[config.mk]
export PLATFORM = sky130hd
export DESIGN_NAME = i2c_register_access_master_top
export DESIGN_NICKNAME = d
export VERILOG_FILES = /design/src/i2cm_pkg.sv /design/src/i2cm_front.sv /design/src/i2cm_fifo.sv /design/src/i2cm_back.sv /design/src/i2c_register_access_master_top.sv
export VERILOG_INCLUDE_DIRS = /design/src /design/src/src
export SDC_FILE = /design/constraint.sdc
export NUM_CORES = 1
export LEC_CHECK = 0
export BUFFER_PORTS_ARGS = -buffer_cell sky130_fd_sc_hd__buf_2
export CAP_MARGIN = 20
export CORE_MARGIN = 2
export CORE_UTILIZATION = 50
export CTS_CLUSTER_DIAMETER = 30
export DETAILED_ROUTE_END_ITERATION = 10
export PLACE_DENSITY_LB_ADDON = 0.05
export SLEW_MARGIN = 20
export SYNTH_ARGS = -nofsm -noshare
export SYNTH_HDL_FRONTEND = slang
export SYNTH_SLANG_ARGS = --single-unit
[constraint.sdc]
create_clock -name clk -period 5.97 [get_ports clk]
set_input_delay 0.8955 -clock clk [delete_from_list [all_inputs] [get_ports clk]]
set_output_delay 0.8955 -clock clk [all_outputs]
set_load 0.1 [all_outputs]
[src/i2c_register_access_master_top_defines.svh]
// Assertion macros shared by the I2C register-access master modules.
`ifndef I2C_REGISTER_ACCESS_MASTER_TOP_DEFINES_SVH
`define I2C_REGISTER_ACCESS_MASTER_TOP_DEFINES_SVH

// Check a condition at every clock edge outside reset.
`define I2CM_ASSERT_ALWAYS(label, clk, rst_n, cond, msg) \
	label: assert property (@(posedge clk) disable iff (!rst_n) (cond)) else $error(msg);

// Check a consequence in the same cycle as its cause.
`define I2CM_ASSERT_IMPL(label, clk, rst_n, ante, cons, msg) \
	label: assert property (@(posedge clk) disable iff (!rst_n) (ante) |-> (cons)) \
		else $error(msg);

// Check a consequence in the cycle after its cause.
`define I2CM_ASSERT_NEXT(label, clk, rst_n, ante, cons, msg) \
	label: assert property (@(posedge clk) disable iff (!rst_n) (ante) |=> (cons)) \
		else $error(msg);

`endif

[src/i2cm_pkg.sv]
// Types, constants and helper functions of the I2C register-access master.
package i2cm_pkg;

	// Burst read geometry
	localparam int BURST_LEN = 6;
	localparam int KEPT_BYTES = 6;
	localparam logic [7:0] BURST_REG = 8'h32;

	// Queue depth between front and back
	localparam int QUEUE_DEPTH = 2;

	// Segment lengths in delay units
	localparam logic [2:0] UNITS_ONE = 3'd1;
	localparam logic [2:0] UNITS_TWO = 3'd2;
	localparam logic [2:0] UNITS_FIVE = 3'd5;

	// Configuration register indexes
	localparam logic [1:0] CFG_DEV_WR = 2'd0;
	localparam logic [1:0] CFG_DEV_RD = 2'd1;
	localparam logic [1:0] CFG_TICKS = 2'd2;
	localparam logic [1:0] CFG_ACK_TO = 2'd3;

	typedef enum logic [1:0] {
		REQ_WRITE = 2'd0,
		REQ_READ  = 2'd1,
		REQ_BURST = 2'd2,
		REQ_BAD   = 2'd3
	} req_kind_t;

	typedef enum logic [4:0] {
		PH_IDLE = 5'd0,
		PH_STA  = 5'd1,
		PH_STB  = 5'd2,
		PH_TXL  = 5'd3,
		PH_TXH  = 5'd4,
		PH_AKL  = 5'd5,
		PH_AKH  = 5'd6,
		PH_AKP  = 5'd7,
		PH_RSL  = 5'd8,
		PH_RXL  = 5'd9,
		PH_RXH  = 5'd10,
		PH_MAL  = 5'd11,
		PH_MAH  = 5'd12,
		PH_SPA  = 5'd13,
		PH_SPB  = 5'd14,
		PH_EPA  = 5'd15,
		PH_EPB  = 5'd16,
		PH_DONE = 5'd17,
		PH_DERR = 5'd18
	} phase_t;

	typedef struct packed {
		logic [7:0] dev_wr;
		logic [7:0] dev_rd;
		logic [7:0] ticks;
		logic [7:0] ack_to;
	} cfg_t;

	// One classified tick from the front
	typedef struct packed {
		logic       req_ok;
		req_kind_t  kind;
		logic [7:0] reg_addr;
		logic [7:0] write_value;
		logic       sda;
	} item_t;

	typedef struct packed {
		logic        scl;
		logic        sda_drive;
		logic        sda_oe;
		logic        busy;
		logic        done;
		logic        nack_error;
		logic [7:0]  read_value;
		logic [15:0] accel_x;
		logic [15:0] accel_y;
		logic [15:0] accel_z;
	} res_t;

	typedef struct packed {
		req_kind_t  kind;
		logic [7:0] reg_addr;
		logic [7:0] write_value;
	} held_t;

	// Ticks in a segment of the given number of delay units; zero unit acts as one
	function automatic logic [10:0] seg_ticks(input logic [2:0] units, input logic [7:0] ticks);
		logic [10:0] d;
		logic [10:0] r;
		begin
			d = (ticks == 8'd0) ? 11'd1 : {3'd0, ticks};
			case (units)
				UNITS_TWO: r = d << 1;
				UNITS_FIVE: r = (d << 2) + d;
				default: r = d;
			endcase
			return r;
		end
	endfunction

endpackage

[src/i2cm_front.sv]
// Front stage: take request ticks and classify them.
module i2cm_front (
	input  logic                clk,
	input  logic                arst_n,
	input  logic                in_valid,
	output logic                in_stall,
	input  logic                req_valid,
	input  logic [1:0]          req_type,
	input  logic [7:0]          reg_addr,
	input  logic [7:0]          write_value,
	input  logic                sda_in,
	input  logic                push_ok,
	output logic                push,
	output i2cm_pkg::item_t     push_item
);

	logic            valid_s1;
	i2cm_pkg::item_t item_s1;
	i2cm_pkg::item_t item_d;
	logic            accept;

	// Hand the staged tick on when the queue has room
	assign push      = valid_s1 && push_ok;
	assign in_stall  = valid_s1 && !push_ok;
	assign accept    = in_valid && !in_stall;
	assign push_item = item_s1;

	// Classify: only the three known request kinds may start a transaction
	always_comb begin
		item_d.kind        = i2cm_pkg::req_kind_t'(req_type);
		item_d.req_ok      = req_valid && (item_d.kind != i2cm_pkg::REQ_BAD);
		item_d.reg_addr    = reg_addr;
		item_d.write_value = write_value;
		item_d.sda         = sda_in;
	end

	always_ff @(posedge clk or negedge arst_n) begin
		if (!arst_n) begin
			valid_s1 <= 1'b0;
		end else if (accept) begin
			valid_s1 <= 1'b1;
		end else if (push) begin
			valid_s1 <= 1'b0;
		end
	end

	always_ff @(posedge clk) begin
		if (accept) begin
			item_s1 <= item_d;
		end
	end

endmodule

[src/i2cm_fifo.sv]
// Short queue between the front stage and the bus sequencer.
`include "i2c_register_access_master_top_defines.svh"

module i2cm_fifo (
	input  logic            clk,
	input  logic            arst_n,
	input  logic            push,
	input  i2cm_pkg::item_t push_item,
	output logic            push_ok,
	input  logic            pop,
	output logic            head_valid,
	output i2cm_pkg::item_t head_item
);

	localparam int PW = $clog2(i2cm_pkg::QUEUE_DEPTH);
	localparam int CW = $clog2(i2cm_pkg::QUEUE_DEPTH + 1);

	i2cm_pkg::item_t slot_q [i2cm_pkg::QUEUE_DEPTH];
	logic [PW-1:0]   wr_ptr_q;
	logic [PW-1:0]   rd_ptr_q;
	logic [CW-1:0]   cnt_q;

	// Room when not full, or when the head leaves this cycle
	assign push_ok    = (cnt_q != CW'(i2cm_pkg::QUEUE_DEPTH)) || pop;
	assign head_valid = (cnt_q != '0);
	assign head_item  = slot_q[rd_ptr_q];

	// Advance pointers and count
	always_ff @(posedge clk or negedge arst_n) begin
		if (!arst_n) begin
			wr_ptr_q <= '0;
			rd_ptr_q <= '0;
			cnt_q    <= '0;
		end else begin
			if (push) begin
				wr_ptr_q <= (wr_ptr_q == PW'(i2cm_pkg::QUEUE_DEPTH - 1)) ? '0 : wr_ptr_q + 1'b1;
			end
			if (pop) begin
				rd_ptr_q <= (rd_ptr_q == PW'(i2cm_pkg::QUEUE_DEPTH - 1)) ? '0 : rd_ptr_q + 1'b1;
			end
			if (push && !pop) begin
				cnt_q <= cnt_q + 1'b1;
			end else if (pop && !push) begin
				cnt_q <= cnt_q - 1'b1;
			end
		end
	end

	always_ff @(posedge clk) begin
		if (push) begin
			slot_q[wr_ptr_q] <= push_item;
		end
	end

	`I2CM_ASSERT_ALWAYS(a_cnt_bound, clk, arst_n, cnt_q <= CW'(i2cm_pkg::QUEUE_DEPTH), "queue count overflow")
	`I2CM_ASSERT_IMPL(a_pop_nonempty, clk, arst_n, pop, cnt_q != '0, "pop from empty queue")

endmodule

[src/i2cm_back.sv]
// Bus sequencer: one step of the I2C master per queued tick, with result register.
`include "i2c_register_access_master_top_defines.svh"

module i2cm_back (
	input  logic            clk,
	input  logic            arst_n,
	input  i2cm_pkg::cfg_t  cfg,
	input  logic            head_valid,
	input  i2cm_pkg::item_t head_item,
	output logic            pop,
	output logic            out_valid,
	input  logic            out_stall,
	output i2cm_pkg::res_t  res
);

	i2cm_pkg::phase_t phase_q, ph;
	logic [3:0]       bit_q, bit_n;
	logic [2:0]       byte_q, byte_n;
	logic [7:0]       shift_q, shift_n;
	logic [10:0]      dly_q, dly_n;
	logic [7:0]       ack_q, ack_n;
	i2cm_pkg::held_t  held_q, held_n;
	logic [7:0]       burst_q [i2cm_pkg::KEPT_BYTES];
	logic [7:0]       burst_n [i2cm_pkg::KEPT_BYTES];
	logic             out_valid_q;
	i2cm_pkg::res_t   res_q, res_d;
	logic             fire;
	logic             last_rx;
	logic [3:0]       rx_count;
	logic [3:0]       bit_inc;

	// Step when a tick waits and the result register is free or draining
	assign fire      = head_valid && (!out_valid_q || !out_stall);
	assign pop       = fire;
	assign out_valid = out_valid_q;
	assign res       = res_q;

	// Next state and result of one tick
	always_comb begin
		ph      = phase_q;
		bit_n   = bit_q;
		byte_n  = byte_q;
		shift_n = shift_q;
		dly_n   = dly_q;
		ack_n   = ack_q;
		held_n  = held_q;
		burst_n = burst_q;
		res_d   = '0;

		// Start a transaction on a good request while idle
		if (phase_q == i2cm_pkg::PH_IDLE && head_item.req_ok) begin
			held_n.kind        = head_item.kind;
			held_n.reg_addr    = head_item.reg_addr;
			held_n.write_value = head_item.write_value;
			byte_n = '0;
			bit_n  = '0;
			ack_n  = '0;
			ph     = i2cm_pkg::PH_STA;
			dly_n  = i2cm_pkg::seg_ticks(i2cm_pkg::UNITS_FIVE, cfg.ticks);
		end

		rx_count = (held_n.kind == i2cm_pkg::REQ_READ) ? 4'd1 : 4'(i2cm_pkg::BURST_LEN);
		last_rx  = ({1'b0, byte_n} + 4'd1) >= rx_count;

		// Drive the bus for this tick
		res_d.scl       = 1'b1;
		res_d.sda_drive = 1'b1;
		res_d.sda_oe    = 1'b1;
		res_d.busy      = 1'b1;
		unique case (ph)
			i2cm_pkg::PH_STA, i2cm_pkg::PH_SPB, i2cm_pkg::PH_EPB: ;
			i2cm_pkg::PH_STB: res_d.sda_drive = 1'b0;
			i2cm_pkg::PH_TXL: begin
				res_d.scl       = 1'b0;
				res_d.sda_drive = shift_n[7];
			end
			i2cm_pkg::PH_TXH: res_d.sda_drive = shift_n[7];
			i2cm_pkg::PH_AKL, i2cm_pkg::PH_RXL: begin
				res_d.scl    = 1'b0;
				res_d.sda_oe = 1'b0;
			end
			i2cm_pkg::PH_AKH, i2cm_pkg::PH_AKP, i2cm_pkg::PH_RXH: res_d.sda_oe = 1'b0;
			i2cm_pkg::PH_RSL: res_d.scl = 1'b0;
			i2cm_pkg::PH_MAL: begin
				res_d.scl       = 1'b0;
				res_d.sda_drive = last_rx;
			end
			i2cm_pkg::PH_MAH: res_d.sda_drive = last_rx;
			i2cm_pkg::PH_SPA, i2cm_pkg::PH_EPA: begin
				res_d.scl       = 1'b0;
				res_d.sda_drive = 1'b0;
			end
			i2cm_pkg::PH_DONE: begin
				res_d.busy = 1'b0;
				res_d.done = 1'b1;
				if (held_n.kind == i2cm_pkg::REQ_READ) begin
					res_d.read_value = shift_n;
				end
			end
			i2cm_pkg::PH_DERR: begin
				res_d.busy       = 1'b0;
				res_d.done       = 1'b1;
				res_d.nack_error = 1'b1;
			end
			default: res_d.busy = 1'b0;
		endcase

		bit_inc = bit_n + 4'd1;

		// Advance the sequencer
		if (ph == i2cm_pkg::PH_AKP) begin
			if (!head_item.sda) begin
				// Slave acknowledged: choose what follows
				if (byte_n == 3'd0) begin
					byte_n  = 3'd1;
					shift_n = (held_n.kind == i2cm_pkg::REQ_BURST) ? i2cm_pkg::BURST_REG
						: held_n.reg_addr;
					bit_n   = '0;
					ph      = i2cm_pkg::PH_TXL;
					dly_n   = i2cm_pkg::seg_ticks(i2cm_pkg::UNITS_TWO, cfg.ticks);
				end else if (byte_n == 3'd1) begin
					byte_n = 3'd2;
					if (held_n.kind == i2cm_pkg::REQ_WRITE) begin
						shift_n = held_n.write_value;
						bit_n   = '0;
						ph      = i2cm_pkg::PH_TXL;
						dly_n   = i2cm_pkg::seg_ticks(i2cm_pkg::UNITS_TWO, cfg.ticks);
					end else begin
						ph    = i2cm_pkg::PH_RSL;
						dly_n = i2cm_pkg::seg_ticks(i2cm_pkg::UNITS_ONE, cfg.ticks);
					end
				end else if (held_n.kind == i2cm_pkg::REQ_WRITE) begin
					ph    = i2cm_pkg::PH_SPA;
					dly_n = i2cm_pkg::seg_ticks(i2cm_pkg::UNITS_FIVE, cfg.ticks);
				end else begin
					byte_n  = '0;
					bit_n   = '0;
					shift_n = '0;
					ph      = i2cm_pkg::PH_RXL;
					dly_n   = i2cm_pkg::seg_ticks(i2cm_pkg::UNITS_TWO, cfg.ticks);
				end
			end else if (ack_n >= cfg.ack_to) begin
				ph    = i2cm_pkg::PH_EPA;
				dly_n = i2cm_pkg::seg_ticks(i2cm_pkg::UNITS_FIVE, cfg.ticks);
			end else begin
				ack_n = ack_n + 8'd1;
			end
		end else if (ph == i2cm_pkg::PH_DONE || ph == i2cm_pkg::PH_DERR) begin
			ph = i2cm_pkg::PH_IDLE;
		end else if (ph != i2cm_pkg::PH_IDLE) begin
			if (dly_n > 11'd1) begin
				dly_n = dly_n - 11'd1;
			end else begin
				// Segment over: move to the next one
				unique case (ph)
					i2cm_pkg::PH_STA: begin
						ph    = i2cm_pkg::PH_STB;
						dly_n = i2cm_pkg::seg_ticks(i2cm_pkg::UNITS_FIVE, cfg.ticks);
					end
					i2cm_pkg::PH_STB: begin
						shift_n = (byte_n == 3'd0) ? cfg.dev_wr : cfg.dev_rd;
						bit_n   = '0;
						ph      = i2cm_pkg::PH_TXL;
						dly_n   = i2cm_pkg::seg_ticks(i2cm_pkg::UNITS_TWO, cfg.ticks);
					end
					i2cm_pkg::PH_TXL: begin
						ph    = i2cm_pkg::PH_TXH;
						dly_n = i2cm_pkg::seg_ticks(i2cm_pkg::UNITS_TWO, cfg.ticks);
					end
					i2cm_pkg::PH_TXH: begin
						shift_n = {shift_n[6:0], 1'b0};
						if (bit_inc >= 4'd8) begin
							bit_n = '0;
							ph    = i2cm_pkg::PH_AKL;
							dly_n = i2cm_pkg::seg_ticks(i2cm_pkg::UNITS_ONE, cfg.ticks);
						end else begin
							bit_n = bit_inc;
							ph    = i2cm_pkg::PH_TXL;
							dly_n = i2cm_pkg::seg_ticks(i2cm_pkg::UNITS_TWO, cfg.ticks);
						end
					end
					i2cm_pkg::PH_AKL: begin
						ph    = i2cm_pkg::PH_AKH;
						dly_n = i2cm_pkg::seg_ticks(i2cm_pkg::UNITS_ONE, cfg.ticks);
					end
					i2cm_pkg::PH_AKH: begin
						ack_n = '0;
						ph    = i2cm_pkg::PH_AKP;
						dly_n = '0;
					end
					i2cm_pkg::PH_RSL: begin
						ph    = i2cm_pkg::PH_STA;
						dly_n = i2cm_pkg::seg_ticks(i2cm_pkg::UNITS_FIVE, cfg.ticks);
					end
					i2cm_pkg::PH_RXL: begin
						ph    = i2cm_pkg::PH_RXH;
						dly_n = i2cm_pkg::seg_ticks(i2cm_pkg::UNITS_ONE, cfg.ticks);
					end
					i2cm_pkg::PH_RXH: begin
						shift_n = {shift_n[6:0], head_item.sda};
						if (bit_inc >= 4'd8) begin
							bit_n = '0;
							// Keep burst bytes that fit the word outputs
							if (held_n.kind == i2cm_pkg::REQ_BURST) begin
								for (int i = 0; i < i2cm_pkg::KEPT_BYTES; i++) begin
									if (byte_n == 3'(i)) begin
										burst_n[i] = shift_n;
									end
								end
							end
							ph    = i2cm_pkg::PH_MAL;
							dly_n = i2cm_pkg::seg_ticks(i2cm_pkg::UNITS_TWO, cfg.ticks);
						end else begin
							bit_n = bit_inc;
							ph    = i2cm_pkg::PH_RXL;
							dly_n = i2cm_pkg::seg_ticks(i2cm_pkg::UNITS_TWO, cfg.ticks);
						end
					end
					i2cm_pkg::PH_MAL: begin
						ph    = i2cm_pkg::PH_MAH;
						dly_n = i2cm_pkg::seg_ticks(last_rx ? i2cm_pkg::UNITS_TWO
							: i2cm_pkg::UNITS_FIVE, cfg.ticks);
					end
					i2cm_pkg::PH_MAH: begin
						if (last_rx) begin
							ph    = i2cm_pkg::PH_SPA;
							dly_n = i2cm_pkg::seg_ticks(i2cm_pkg::UNITS_FIVE, cfg.ticks);
						end else begin
							byte_n = byte_n + 3'd1;
							ph     = i2cm_pkg::PH_RXL;
							dly_n  = i2cm_pkg::seg_ticks(i2cm_pkg::UNITS_TWO, cfg.ticks);
						end
					end
					i2cm_pkg::PH_SPA: begin
						ph    = i2cm_pkg::PH_SPB;
						dly_n = i2cm_pkg::seg_ticks(i2cm_pkg::UNITS_FIVE, cfg.ticks);
					end
					i2cm_pkg::PH_SPB: begin
						ph    = i2cm_pkg::PH_DONE;
						dly_n = '0;
					end
					i2cm_pkg::PH_EPA: begin
						ph    = i2cm_pkg::PH_EPB;
						dly_n = i2cm_pkg::seg_ticks(i2cm_pkg::UNITS_FIVE, cfg.ticks);
					end
					i2cm_pkg::PH_EPB: begin
						ph    = i2cm_pkg::PH_DERR;
						dly_n = '0;
					end
					default: begin
						ph    = i2cm_pkg::PH_IDLE;
						dly_n = '0;
					end
				endcase
			end
		end

		// Words are shown from the updated burst bytes
		res_d.accel_x = {burst_n[1], burst_n[0]};
		res_d.accel_y = {burst_n[3], burst_n[2]};
		res_d.accel_z = {burst_n[5], burst_n[4]};
	end

	// Commit the step
	always_ff @(posedge clk or negedge arst_n) begin
		if (!arst_n) begin
			phase_q <= i2cm_pkg::PH_IDLE;
			bit_q   <= '0;
			byte_q  <= '0;
			shift_q <= '0;
			dly_q   <= '0;
			ack_q   <= '0;
			held_q  <= '0;
			for (int i = 0; i < i2cm_pkg::KEPT_BYTES; i++) begin
				burst_q[i] <= '0;
			end
		end else if (fire) begin
			phase_q <= ph;
			bit_q   <= bit_n;
			byte_q  <= byte_n;
			shift_q <= shift_n;
			dly_q   <= dly_n;
			ack_q   <= ack_n;
			held_q  <= held_n;
			burst_q <= burst_n;
		end
	end

	// Hold the result until taken
	always_ff @(posedge clk or negedge arst_n) begin
		if (!arst_n) begin
			out_valid_q <= 1'b0;
		end else if (fire) begin
			out_valid_q <= 1'b1;
		end else if (!out_stall) begin
			out_valid_q <= 1'b0;
		end
	end

	always_ff @(posedge clk) begin
		if (fire) begin
			res_q <= res_d;
		end
	end

	`I2CM_ASSERT_NEXT(a_done_to_idle, clk, arst_n, fire && (phase_q == i2cm_pkg::PH_DONE || phase_q == i2cm_pkg::PH_DERR), phase_q == i2cm_pkg::PH_IDLE, "done tick not followed by idle")
	`I2CM_ASSERT_IMPL(a_err_on_done, clk, arst_n, out_valid_q && res_q.nack_error, res_q.done && !res_q.busy, "error flag outside done tick")
	`I2CM_ASSERT_IMPL(a_release_busy, clk, arst_n, out_valid_q && !res_q.sda_oe, res_q.busy, "SDA released outside a transaction")

endmodule

[src/i2c_register_access_master_top.sv]
// Top level of the I2C register-access master: configuration, front, queue and sequencer.
//
//   channel  direction  handshake             payload
//   in       input      in_valid / in_stall   req_valid req_type reg_addr write_value sda_in
//   out      output     out_valid / out_stall scl sda_drive sda_oe busy_res done_res
//                                             nack_error read_value accel_x accel_y accel_z
//   cfg      input      cfg_we                cfg_idx cfg_wdata
//
// One tick is taken per cycle while in_stall is low; its result passes the front register
// at acceptance, then a queue entry, then the sequencer result register before it is presented.
// The sequencer advances its full bus state by one step per tick, which sets that rate.
// Reset clears the sequencer to idle, the burst words to zero and the registers to defaults.
// A stalled output holds its result; the two-entry queue lets the input run on meanwhile.
module i2c_register_access_master_top (
	input  logic               clk,
	input  logic               arst_n,
	input  logic               in_valid,
	output logic               in_stall,
	input  logic               req_valid,
	input  logic [1:0]         req_type,
	input  logic [7:0]         reg_addr,
	input  logic [7:0]         write_value,
	input  logic               sda_in,
	output logic               out_valid,
	input  logic               out_stall,
	output logic               scl,
	output logic               sda_drive,
	output logic               sda_oe,
	output logic               busy_res,
	output logic               done_res,
	output logic               nack_error,
	output logic [7:0]         read_value,
	output logic signed [15:0] accel_x,
	output logic signed [15:0] accel_y,
	output logic signed [15:0] accel_z,
	input  logic               cfg_we,
	input  logic [1:0]         cfg_idx,
	input  logic [7:0]         cfg_wdata
);

	i2cm_pkg::cfg_t  cfg_q;
	logic            push;
	logic            push_ok;
	logic            pop;
	logic            head_valid;
	i2cm_pkg::item_t push_item;
	i2cm_pkg::item_t head_item;
	i2cm_pkg::res_t  res;

	// Write configuration registers
	always_ff @(posedge clk or negedge arst_n) begin
		if (!arst_n) begin
			cfg_q.dev_wr <= 8'd166;
			cfg_q.dev_rd <= 8'd167;
			cfg_q.ticks  <= 8'd50;
			cfg_q.ack_to <= 8'd250;
		end else if (cfg_we) begin
			unique case (cfg_idx)
				i2cm_pkg::CFG_DEV_WR: cfg_q.dev_wr <= cfg_wdata;
				i2cm_pkg::CFG_DEV_RD: cfg_q.dev_rd <= cfg_wdata;
				i2cm_pkg::CFG_TICKS:  cfg_q.ticks  <= cfg_wdata;
				i2cm_pkg::CFG_ACK_TO: cfg_q.ack_to <= cfg_wdata;
				default: ;
			endcase
		end
	end

	i2cm_front u_front (
		.clk         (clk),
		.arst_n      (arst_n),
		.in_valid    (in_valid),
		.in_stall    (in_stall),
		.req_valid   (req_valid),
		.req_type    (req_type),
		.reg_addr    (reg_addr),
		.write_value (write_value),
		.sda_in      (sda_in),
		.push_ok     (push_ok),
		.push        (push),
		.push_item   (push_item)
	);

	i2cm_fifo u_fifo (
		.clk        (clk),
		.arst_n     (arst_n),
		.push       (push),
		.push_item  (push_item),
		.push_ok    (push_ok),
		.pop        (pop),
		.head_valid (head_valid),
		.head_item  (head_item)
	);

	i2cm_back u_back (
		.clk        (clk),
		.arst_n     (arst_n),
		.cfg        (cfg_q),
		.head_valid (head_valid),
		.head_item  (head_item),
		.pop        (pop),
		.out_valid  (out_valid),
		.out_stall  (out_stall),
		.res        (res)
	);

	// Unpack the result
	assign scl        = res.scl;
	assign sda_drive  = res.sda_drive;
	assign sda_oe     = res.sda_oe;
	assign busy_res   = res.busy;
	assign done_res   = res.done;
	assign nack_error = res.nack_error;
	assign read_value = res.read_value;
	assign accel_x    = $signed(res.accel_x);
	assign accel_y    = $signed(res.accel_y);
	assign accel_z    = $signed(res.accel_z);

endmodule
==> impl_metrics.json <==
{
  "cts-htree-levels": 2,
  "clkTransAtPathRegs_ps": 50,
  "pwr-share-seq": 0.286,
  "netlist_instances": 1192,
  "dp_hpwl_mm": 24.07,
  "ys_seq_elements": 265,
  "drive_gt1_frac": 0.3055,
  "cts_tree": "built",
  "rsz0062_at_grt": "no",
  "endpoint": "u_back.dly_q[4]",
  "critPathLaunch": "u_back.phase_q[4]",
  "p_per_area_mw_per_mm2": 568.6,
  "cts_buffers": 59,
  "tightestPinTransition_ps": 1157,
  "wl_per_cell_um": 21.36,
  "power_frac_comb": 0.364,
  "reg2reg_from": "u_back.phase_q[4]",
  "fin_worst_skew_ps": 43.82,
  "synthDistinctLibCells": 89,
  "tns_ps": 0,
  "num_rows": 60,
  "crit_required_ps": 6420,
  "fmax_mhz": 192.5,
  "end_kind": "flop",
  "avgSynthCellArea_um2": 11.43,
  "r2r_cells": 14,
  "dr.pass1.iters": 5,
  "synthArstFlopShare": 0.5396,
  "switchingPower_uw": 3916,
  "cts_hold_buf": 0,
  "crit_type": "flop to flop",
  "place_congestion": 0.9407,
  "r2r-end": "u_back.dly_q[4]",
  "hold_viol": 0,
  "yosys_warnings": 0,
  "antenna_found_initial": 0,
  "period_share": 0.8702,
  "ys_seq_area_frac": 0.5334,
  "fin_crit_ps": 5195,
  "io_pins": 99,
  "num_antenna_cells": 0,
  "worstPathArrival_ps": 5640,
  "netlist_area_mm2": 0.01362,
  "cts_buffer_depth": 3,
  "insertion_delay_ps": 580,
  "setup_viol": 0,
  "dieArea_mm2": 0.02857,
  "die_y_um": 169.0,
  "cts_resized": 0,
  "p_leak_uw": 0.007006,
  "ant_nets": 0,
  "drv_cap": 0,
  "grt_pass1_vias": 10190,
  "syn2layout_area_growth_pct": 21.12,
  "cts_setup_buffers": 0,
  "drt_iter0_drc": 999,
  "final_cell_mix": "mux2_2, dfrtp_1, edfxtp_1",
  "vias": 10230,
  "mostFrequentLayoutCell": "mux2_2",
  "swShare": 0.4175,
  "ys.flop_type": "dfrtp_1",
  "hold_ws_ps": 441.3,
  "synth_edf_count": 122,
  "min_path_type": "flop to flop",
  "outcome": "completed",
  "grt_overflow": 0,
  "coreArea_mm2": 0.02688,
  "grt_max_degree": 96,
  "ir_drop_uv": 356.0,
  "via_per_inst": 6.044,
  "rrSetupSlack_ps": 780,
  "start_kind": "flop",
  "p_clk_frac": 0.350,
  "drt_wl_total_mm": 36.16,
  "worstPathMaxFanout": 23,
  "track_usage": 0.2589,
  "portBuffers": 98,
  "initial_core_util": 0.5068,
  "dieWidth_um": 169.0,
  "route.detailed.drc": 0,
  "final_nets": 1357,
  "p_int_uw": 5463,
  "root_buffer": "clkbuf_16",
  "synth_nets": 1248,
  "finalMaxSlewViolations": 0,
  "grt_pass1_wl_mm": 57.46,
  "slew_headroom": 0.2231,
  "cts.sinks": 265
}
## per-stage QoR
| step | utilization | power (uW) | worst slack (ps) | instances | instance area (um^2) |
|---|---|---|---|---|---|
| 2_1_floorplan | - | 5266 | 1305 | 1192 | 13620 |
| 3_3_place_gp | 0.5371 | 6062 | 1006 | 1581 | 14430 |
| 3_5_place_dp | 0.5371 | 6071 | 843.1 | 1581 | 14430 |
| 4_1_cts | 0.6138 | 9383 | 851.3 | 1693 | 16500 |
| 5_1_grt | 0.6138 | 9799 | 486.7 | 1693 | 16500 |
| 6_report | 0.6138 | 9379 | 775.1 | 1693 | 16500 |
## synthesized netlist by cell type, types with 4 or more instances
cell type	count	area, um^2
nand2b_1	6	37.54
clkbuf_1	59	221.5
buf_1	6	22.52
inv_1	28	105.1
mux2_2	132	1486
mux2i_1	33	330.3
nand3_1	33	165.2
a2bb2oi_1	4	35.03
dfrtp_1	125	3128
nor2_2	4	25.02
mux2_4	9	135.1
and3_1	6	37.54
or2_2	6	37.54
a21oi_1	66	330.3
nand2_1	106	397.9
ha_1	20	250.2
edfxtp_1	122	3664
a221oi_1	8	70.07
nor4b_1	4	35.03
dfstp_2	18	473.0
nor3b_1	7	52.55
nor3_1	22	110.1
nor3_2	4	40.04
a2111oi_0	5	43.79
a211oi_1	8	60.06
and2_1	26	162.7
o211ai_1	12	90.09
nor4_1	9	56.30
and4_1	4	35.03
xor2_1	6	52.55
o32ai_1	4	35.03
nor2_1	73	274.0
or3_1	6	37.54
xnor2_1	12	105.1
buf_2	4	20.02
o22ai_1	8	50.05
o31ai_1	5	37.54
o21ai_0	56	280.3
a311oi_1	6	52.55
a31oi_1	17	106.4
a22oi_1	11	82.58
nand4_1	12	75.07
a21o_1	9	67.56
## layout make-up
type | instances | area (um^2)
repair buffers | 121 | 669.4
multi-input cells | 825 | 5963
clock inverters | 48 | 525.5
inverters | 29 | 110.1
clock buffers | 64 | 1536
flip-flops and latches | 265 | 7264
well taps | 341 | 426.7
fillers | 2187 | 10380
## layer usage
metal / up-vias / GRT usage / part of all wire
li1: 4713 / - / -
met1: 4996 / 0.3621 / 0.44
met2: 439 / 0.4036 / 0.46
met3: 85 / 0.05354 / 0.074
met4: 0 / 0.09104 / 0.026
met5: - / 0 / 0
## sequential cells by signal, indices dropped and copies added (netlist names), 2 cells and up
signal	flops
u_back.ack_q	8
u_back.shift_q	8
u_back.res	62
u_back.held_q	18
u_back.bit_q	4
u_back.burst_q	48
u_back.phase_q	5
cfg_q	32
u_back.byte_q	3
u_fifo.slot_q	40
u_fifo.cnt_q	2
u_back.dly_q	11
u_front.push_item	20
## power by group through the flow
stage	sequential, uW	combinational, uW	clock, uW
CTS	2680	3380	3320
floorplan	3620	1650	0
finish	2680	3420	3280
detailed placement	2700	3370	0
global route	2720	3660	3410
global placement	2700	3360	0
## kinds of logic (layout without fill, tap and decap cells)
kind of cell / Yosys count / in the layout / synth area share
simple gates: 351 / 351 / 0.1324
flops: 265 / 265 / 0.5334
compound gates: 259 / 259 / 0.1265
mux: 174 / 174 / 0.1433
buf+inv: 102 / 262 / 0.03041
fa+ha+maj: 22 / 22 / 0.02067
xor+xnor: 19 / 19 / 0.01332
## critical path, stage by stage (launching register included)
cell and delay, ps:
dfrtp_1 580, nor2_1 700, nand3_2 730, nand2_1 470
ha_1 300, inv_1 60, ha_1 210, o21ai_0 110
nor4_1 110, or4_1 620, mux2i_1 250, nor2_1 280
o21ai_0 110, mux2_2 260, a221o_1 300
## worst min-delay path by stage
stage / from / endpoint / slack [ps] / cells after the start
detailed placement: u_front.push_item[3] / u_fifo.slot_q[1][3] / 430 / 0
finish: u_front.push_item[12] / u_fifo.slot_q[0][12] / 440 / 0
floorplan: u_front.push_item[0] / u_fifo.slot_q[0][0] / 420 / 0
global route: u_front.push_item[11] / u_fifo.slot_q[0][11] / 450 / 0
CTS: u_front.push_item[19] / u_fifo.slot_q[1][19] / 440 / 0
global placement: u_front.push_item[10] / u_fifo.slot_q[0][10] / 420 / 0
No activity file was read; power rests on OpenSTA's default activity.
